<file path="config.mk">
export PLATFORM = sky130hd
export DESIGN_NAME = ring_buffer_double_ended_queue
export DESIGN_NICKNAME = d
export VERILOG_FILES = /design/src/rbdq_pkg.sv /design/src/rbdq_ram.sv /design/src/ring_buffer_double_ended_queue.sv
export VERILOG_INCLUDE_DIRS = /design/src /design/src/src
export SDC_FILE = /design/constraint.sdc
export NUM_CORES = 1
export LEC_CHECK = 0
export BUFFER_PORTS_ARGS = -buffer_cell sky130_fd_sc_hd__buf_4
export CELL_PAD_IN_SITES_DETAIL_PLACEMENT = 0
export CELL_PAD_IN_SITES_GLOBAL_PLACEMENT = 1
export CORE_MARGIN = 2
export CORE_UTILIZATION = 49
export DETAILED_ROUTE_END_ITERATION = 10
export HOLD_SLACK_MARGIN = 0.02
export PLACE_DENSITY_LB_ADDON = 0.1
export SYNTH_ARGS = -nofsm -noshare
export SYNTH_HDL_FRONTEND = slang
export SYNTH_SLANG_ARGS = --single-unit
export TNS_END_PERCENT = 50
</file>
<file path="constraint.sdc">
create_clock -name clock -period 4.5 [get_ports clock]
set_input_delay 0.45 -clock clock [delete_from_list [all_inputs] [get_ports clock]]
set_output_delay 0.45 -clock clock [all_outputs]
set_load 0.02 [all_outputs]
</file>
<file path="src/ring_buffer_double_ended_queue_assert.svh">
// assertion macros for the ring buffer deque
`ifndef RING_BUFFER_DOUBLE_ENDED_QUEUE_ASSERT_SVH
`define RING_BUFFER_DOUBLE_ENDED_QUEUE_ASSERT_SVH

// same-cycle implication, sampled on clock, off during reset
`define RBDQ_ASSERT_NOW(label, ante, cons, msg) \
   label: assert property (@(posedge clock) disable iff (reset) (ante) |-> (cons)) \
      else $error(msg);

// next-cycle implication, sampled on clock, off during reset
`define RBDQ_ASSERT_NEXT(label, ante, cons, msg) \
   label: assert property (@(posedge clock) disable iff (reset) (ante) |=> (cons)) \
      else $error(msg);

`endif

</file>
<file path="src/rbdq_pkg.sv">
// shared types and constants for the ring buffer deque
package rbdq_pkg;

   localparam int DEPTH_DEF = 16;
   localparam int WORD_W    = 32;

   localparam logic [1:0] REQ_PUSH_FRONT = 2'd0;
   localparam logic [1:0] REQ_POP_FRONT  = 2'd1;
   localparam logic [1:0] REQ_PUSH_BACK  = 2'd2;
   localparam logic [1:0] REQ_POP_BACK   = 2'd3;

   localparam logic [1:0] ST_OK        = 2'd0;
   localparam logic [1:0] ST_OVERFLOW  = 2'd1;
   localparam logic [1:0] ST_UNDERFLOW = 2'd2;

   typedef struct packed {
      logic [1:0]               req_type;
      logic signed [WORD_W-1:0] push_value;
   } rbdq_req_type;

   typedef struct packed {
      logic signed [WORD_W-1:0] pop_value;
      logic [1:0]               status;
      logic                     now_empty;
      logic                     now_full;
   } rbdq_rsp_type;

   // bookkeeping for the request in the read stage, whose ram read may be in flight
   typedef struct packed {
      logic [1:0] status;
      logic       now_empty;
      logic       now_full;
      logic       from_ram;
   } rbdq_stage_type;

endpackage

</file>
<file path="src/rbdq_ram.sv">
// generic single-write, single-read ram with registered read data
module rbdq_ram #(
   parameter int WIDTH = 32,
   parameter int DEPTH = 16
) (
   input  logic                     clock,
   input  logic                     wr_en,
   input  logic [$clog2(DEPTH)-1:0] wr_addr,
   input  logic [WIDTH-1:0]         wr_data,
   input  logic                     rd_en,
   input  logic [$clog2(DEPTH)-1:0] rd_addr,
   output logic [WIDTH-1:0]         rd_data
);

   logic [WIDTH-1:0] mem_ff [DEPTH];
   logic [WIDTH-1:0] rd_data_ff;

   always_ff @(posedge clock) begin
      if (wr_en) begin
         mem_ff[wr_addr] <= wr_data;
      end
      if (rd_en) begin
         rd_data_ff <= mem_ff[rd_addr];
      end
   end

   assign rd_data = rd_data_ff;

endmodule

</file>
<file path="src/ring_buffer_double_ended_queue.sv">
// double-ended queue kept in a ring ram, with front and back push and pop
//
//   channel  direction  payload         handshake
//   req      in         rbdq_req_type   req_valid / req_stall
//   rsp      out        rbdq_rsp_type   rsp_valid / rsp_stall
//
// one request per cycle while req_stall is low; a result passes through the ram's
// registered read and then the output register.
// head, tail and the empty flag live in flops and are updated at the transfer
// edge, so the next request already sees them; a push writes the ram at that
// edge and a pop issued right after reads the fresh word.
// reset clears the indices and sets empty; the ram is not cleared.
// a stalled result holds the read stage, and req_stall goes high while that stage holds a request.
`include "ring_buffer_double_ended_queue_assert.svh"

module ring_buffer_double_ended_queue
   import rbdq_pkg::*;
#(
   parameter int DEPTH = DEPTH_DEF
) (
   input  logic         clock,
   input  logic         reset,
   input  logic         req_valid,
   output logic         req_stall,
   input  rbdq_req_type req_data,
   output logic         rsp_valid,
   input  logic         rsp_stall,
   output rbdq_rsp_type rsp_data
);

   localparam int IDX_W = $clog2(DEPTH);
   localparam logic [IDX_W-1:0] LAST_IDX = IDX_W'(DEPTH - 1);

   // ring index stepping
   function automatic logic [IDX_W-1:0] wrap_up(input logic [IDX_W-1:0] idx);
      return (idx == LAST_IDX) ? '0 : idx + 1'b1;
   endfunction

   function automatic logic [IDX_W-1:0] wrap_down(input logic [IDX_W-1:0] idx);
      return (idx == '0) ? LAST_IDX : idx - 1'b1;
   endfunction

   // pointer state
   logic [IDX_W-1:0] head_ff, head_in;
   logic [IDX_W-1:0] tail_ff, tail_in;
   logic             empty_ff, empty_in;

   // read stage and output register
   logic             s1_valid_ff, s1_valid_in;
   rbdq_stage_type   s1_ff, s1_in;
   logic             rsp_valid_ff, rsp_valid_in;
   rbdq_rsp_type     rsp_data_ff, rsp_data_in;

   // ram ports
   logic              wr_en;
   logic [IDX_W-1:0]  wr_addr;
   logic              rd_en;
   logic [IDX_W-1:0]  rd_addr;
   logic [WORD_W-1:0] rd_data;

   logic req_fire;
   logic advance;
   logic full_now;

   // read stage moves on whenever the output register is free or being drained
   assign advance   = !rsp_valid_ff || !rsp_stall;
   assign req_stall = s1_valid_ff && !advance;
   assign req_fire  = req_valid && !req_stall;
   assign full_now  = !empty_ff && (wrap_up(tail_ff) == head_ff);

   rbdq_ram #(
      .WIDTH (WORD_W),
      .DEPTH (DEPTH)
   ) u_ring_ram (
      .clock   (clock),
      .wr_en   (wr_en),
      .wr_addr (wr_addr),
      .wr_data (req_data.push_value),
      .rd_en   (rd_en),
      .rd_addr (rd_addr),
      .rd_data (rd_data)
   );

   // request decode and pointer update
   always_comb begin
      head_in         = head_ff;
      tail_in         = tail_ff;
      empty_in        = empty_ff;
      wr_en           = 1'b0;
      wr_addr         = head_ff;
      rd_en           = 1'b0;
      rd_addr         = head_ff;
      s1_in.status    = ST_OK;
      s1_in.from_ram  = 1'b0;
      if (req_fire) begin
         case (req_data.req_type)
            REQ_PUSH_FRONT, REQ_PUSH_BACK: begin
               if (full_now) begin
                  s1_in.status = ST_OVERFLOW;
               end else if (empty_ff) begin
                  // first entry always lands in slot zero
                  head_in  = '0;
                  tail_in  = '0;
                  empty_in = 1'b0;
                  wr_en    = 1'b1;
                  wr_addr  = '0;
               end else if (req_data.req_type == REQ_PUSH_FRONT) begin
                  head_in = wrap_down(head_ff);
                  wr_en   = 1'b1;
                  wr_addr = head_in;
               end else begin
                  tail_in = wrap_up(tail_ff);
                  wr_en   = 1'b1;
                  wr_addr = tail_in;
               end
            end
            default: begin
               if (empty_ff) begin
                  s1_in.status = ST_UNDERFLOW;
               end else begin
                  rd_en          = 1'b1;
                  s1_in.from_ram = 1'b1;
                  rd_addr        = (req_data.req_type == REQ_POP_FRONT) ? head_ff : tail_ff;
                  if (head_ff == tail_ff) begin
                     // last entry gone, indices go home
                     empty_in = 1'b1;
                     head_in  = '0;
                     tail_in  = '0;
                  end else if (req_data.req_type == REQ_POP_FRONT) begin
                     head_in = wrap_up(head_ff);
                  end else begin
                     tail_in = wrap_down(tail_ff);
                  end
               end
            end
         endcase
      end
      s1_in.now_empty = empty_in;
      s1_in.now_full  = !empty_in && (wrap_up(tail_in) == head_in);
   end

   // stage valid bits and result assembly
   always_comb begin
      s1_valid_in  = s1_valid_ff;
      rsp_valid_in = rsp_valid_ff;
      rsp_data_in  = rsp_data_ff;
      if (advance) begin
         rsp_valid_in = s1_valid_ff;
         s1_valid_in  = 1'b0;
         if (s1_valid_ff) begin
            rsp_data_in.status    = s1_ff.status;
            rsp_data_in.now_empty = s1_ff.now_empty;
            rsp_data_in.now_full  = s1_ff.now_full;
            if (s1_ff.from_ram) begin
               rsp_data_in.pop_value = signed'(rd_data);
            end else if (s1_ff.status == ST_UNDERFLOW) begin
               rsp_data_in.pop_value = '1;
            end else begin
               rsp_data_in.pop_value = '0;
            end
         end
      end
      if (req_fire) begin
         s1_valid_in = 1'b1;
      end
   end

   always_ff @(posedge clock) begin
      if (reset) begin
         head_ff      <= '0;
         tail_ff      <= '0;
         empty_ff     <= 1'b1;
         s1_valid_ff  <= 1'b0;
         rsp_valid_ff <= 1'b0;
      end else begin
         head_ff      <= head_in;
         tail_ff      <= tail_in;
         empty_ff     <= empty_in;
         s1_valid_ff  <= s1_valid_in;
         rsp_valid_ff <= rsp_valid_in;
      end
   end

   // payload registers
   always_ff @(posedge clock) begin
      if (req_fire) begin
         s1_ff <= s1_in;
      end
      rsp_data_ff <= rsp_data_in;
   end

   assign rsp_valid = rsp_valid_ff;
   assign rsp_data  = rsp_data_ff;

   // checks
   `RBDQ_ASSERT_NOW(a_empty_home, empty_ff, (head_ff == '0) && (tail_ff == '0), "empty deque with stray indices")
   `RBDQ_ASSERT_NOW(a_not_both, rsp_valid, !(rsp_data.now_empty && rsp_data.now_full), "result both empty and full")
   `RBDQ_ASSERT_NEXT(a_pop_reads, req_fire && rd_en, s1_valid_ff && s1_ff.from_ram, "pop lost its ram read")
   `RBDQ_ASSERT_NOW(a_underflow_word, rsp_valid && (rsp_data.status == ST_UNDERFLOW), rsp_data.pop_value == -32'sd1, "underflow without all-ones word")

endmodule
</file>
==> flow_metrics.tcl <==
set metrics [dict create \
    n_antenna_cell 0 \
    antenna_found_initial 0 \
    period_share_pct 88.51 \
    route.detailed.drc 0 \
    leakagePower_nw 9.180 \
    viasPerCell 5.906 \
    ir_drop_v 0.0003324 \
    timing.hold.ws_ns 0.08928 \
    power_density_nw_per_um2 427.2 \
    grt_pass1_wl_um 77350 \
    cts_buffer_depth 3 \
    multiInputGateArea_um2 5537 \
    yosys_warnings 0 \
    fin_nets 1364 \
    ys_types 68 \
    synth_ff_type "edfxtp_1" \
    fp.coreArea_um2 47550 \
    criticalPathCategory "flip-flop to flip-flop" \
    min_period_ns 3.983 \
    synth_top_area_share_pct 74.80 \
    fin_skew_ns 0.01005 \
    core.rowCount 80 \
    grt_overflow 0 \
    finalSetupViolCount 0 \
    cts_root_buf "clkbuf_16" \
    worstPathRequired_ns 4.80 \
    clock_latency_ns 0.61 \
    gp_congestion 0.8864 \
    clock_sinks 596 \
    dr.pass1.iters 5 \
    synthArstFlopShare_pct 0 \
    areaGrowthSynthToFinish_pct 16.35 \
    cts_made_buffers 60 \
    start_kind "flip-flop" \
    fmax_mhz 251.1 \
    stdcell_count 1986 \
    clk_pin_slew_ns 0.06 \
    vias 11730 \
    rsz0062_at_grt "false" \
    die_h_um 222.9 \
    grt_max_degree 65 \
    maxCapViolations 0 \
    synth_seq_area_share_pct 75.74 \
    hold_violations 0 \
    dpl.hpwl_um 29340 \
    synth_edf_count 585 \
    port_buffers 75 \
    netlist_area_um2 23490 \
    wl_um 51620 \
    postCtsSetupBuffers 0 \
    synth_top_cell_by_area "edfxtp_1" \
    worst_slack_ns 0.5168 \
    worst_hold_path_type "input port to flip-flop" \
    critical_path_arrival_ns 4.28 \
    postSynthCellCount 1204 \
    register_area_um2 17790 \
    cp_max_fo 11 \
    report.final.slew_viol_count 0 \
    pre_cts_slack_ns 0.5599 \
    ios 76 \
    regToRegSetupSlack_ns 0.52 \
    outcome "finished clean" \
    avgSynthCellArea_um2 19.51 \
    h-tree-depth 2 \
    die_w_um 222.9 \
    grt_usage_pct 21.27 \
    wire_per_inst_um 25.99 \
    hold_buffers 0 \
    ys_seq_elements 596 \
    initial_core_util_pct 49.39 \
    die_area_um2 49700 \
    final_antenna_net_count 0 \
    synth_nets 1247 \
    post_cts_resized 0 \
    fill_cells 3556 \
    dpl.cell_count 1874 \
    synthTopCellsByArea "edfxtp_1, mux4_2, nand2_1" \
    cts_tree "done" \
    slew_headroom_pct 45.30 \
    drtIter0Drc 1087 \
    tns_ns 0 \
    grt_pass1_vias 11930 \
    drive_above_1_share_pct 27.79 \
    worst_pin_slew_ns 0.8142 \
    end_kind "flip-flop" \
]
## power breakdown
part,switching (mW),total [mW],internal (mW)
clock network,2.06,5.06,3.00
registers,0.0178,6.17,6.16
logic,0.282,0.440,0.158
## worst paths after layout
check / startpoint / end / cells past startpoint
setup / recovery: tail_ff[0] / u_ring_ram.mem_ff[0][22] / 12
hold reg to reg: s1_ff[2] / rsp_data[1] / 0
setup reg to reg: tail_ff[0] / u_ring_ram.mem_ff[0][22] / 12
hold / removal: req_valid / s1_valid_ff / 3
## cells in the final DEF, fill, tap and decap left out, drive strengths merged, types with 9 or more instances in the layout
| cell | instances |
|---|---|
| edfxtp | 585 |
| mux4 | 128 |
| buf | 125 |
| nand2 | 79 |
| clkbuf | 70 |
| nor2 | 48 |
| a211oi | 36 |
| a31oi | 36 |
| and2 | 36 |
| a21o | 33 |
| clkinv | 28 |
| a21oi | 18 |
| inv | 15 |
| o21ai | 12 |
| dfxtp | 11 |
| bufinv | 9 |
## cells in the mapped netlist, drive strengths merged, types with 13 or more instances
library cell	count
a21oi	18
a31oi	36
and2	36
mux4	128
nand2	79
buf	28
inv	13
a211oi	36
nor2	48
a21o	33
edfxtp	585
clkbuf	42
## layout make-up
| class | count | area share, % |
|---|---|---|
| Clock buffer | 70 | 5.710 |
| Sequential cell | 596 | 65.10 |
| Timing Repair Buffer | 125 | 4.259 |
| Tap cell | 615 | 2.816 |
| Clock inverter | 42 | 1.676 |
| Multi-Input combinational cell | 525 | 20.26 |
| Inverter | 13 | 0.1786 |
## per-stage QoR
step | area [µm²] | util (%) | total power, mW
2_1_floorplan | 23490 | - | 6.514
3_3_place_gp | 25310 | 53.22 | 6.730
3_5_place_dp | 25310 | 53.22 | 6.736
4_1_cts | 27320 | 57.47 | 11.80
5_1_grt | 27320 | 57.47 | 12.05
6_report | 27320 | 57.47 | 11.67
## worst max-delay path, cell delays in order (launching register included)
cell and delay (ns):
dfxtp_1 0.56, inv_1 0.20, ha_1 0.38, xor2_1 0.15
or3_1 0.45, a21oi_4 0.21, nand2_1 0.15, o21ai_0 0.31
mux2i_1 0.29, inv_1 0.10, or2_2 0.42, nor2_4 0.17
buf_4 0.27
## flip-flops by register name, indices dropped and copies added, names as in the netlist
| signal | cells |
|---|---|
| u_ring_ram.mem_ff | 512 |
| rsp_valid | 1 |
| s1_ff | 5 |
| empty_ff | 1 |
| rsp_data | 36 |
| tail_ff | 4 |
| u_ring_ram.rd_data | 32 |
| head_ff | 4 |
| s1_valid_ff | 1 |
## per-layer routing
metal / track usage (%) / part of all wire (%) / wire (µm) / vias to the layer above
li1: - / - / - / 5163
met1: 31.13 / 46 / 23500 / 6203
met2: 34.01 / 48 / 24720 / 298
met3: 3.530 / 4.8 / 2486 / 65
met4: 4.958 / 1.8 / 906 / 0
met5: 0 / 0 / 0 / -
## logic make-up (layout without fill, tap and decap cells)
group / count (synthesis) / count (layout) / share of synthesized area, %
xor+xnor: 12 / 12 / 0.5115
flops: 596 / 596 / 75.74
compound gates: 166 / 166 / 5.088
buf+inv: 83 / 250 / 1.524
fa+ha+maj: 5 / 5 / 0.2664
mux: 137 / 137 / 12.67
simple gates: 205 / 205 / 4.203
(Power assumes the default switching activity.)
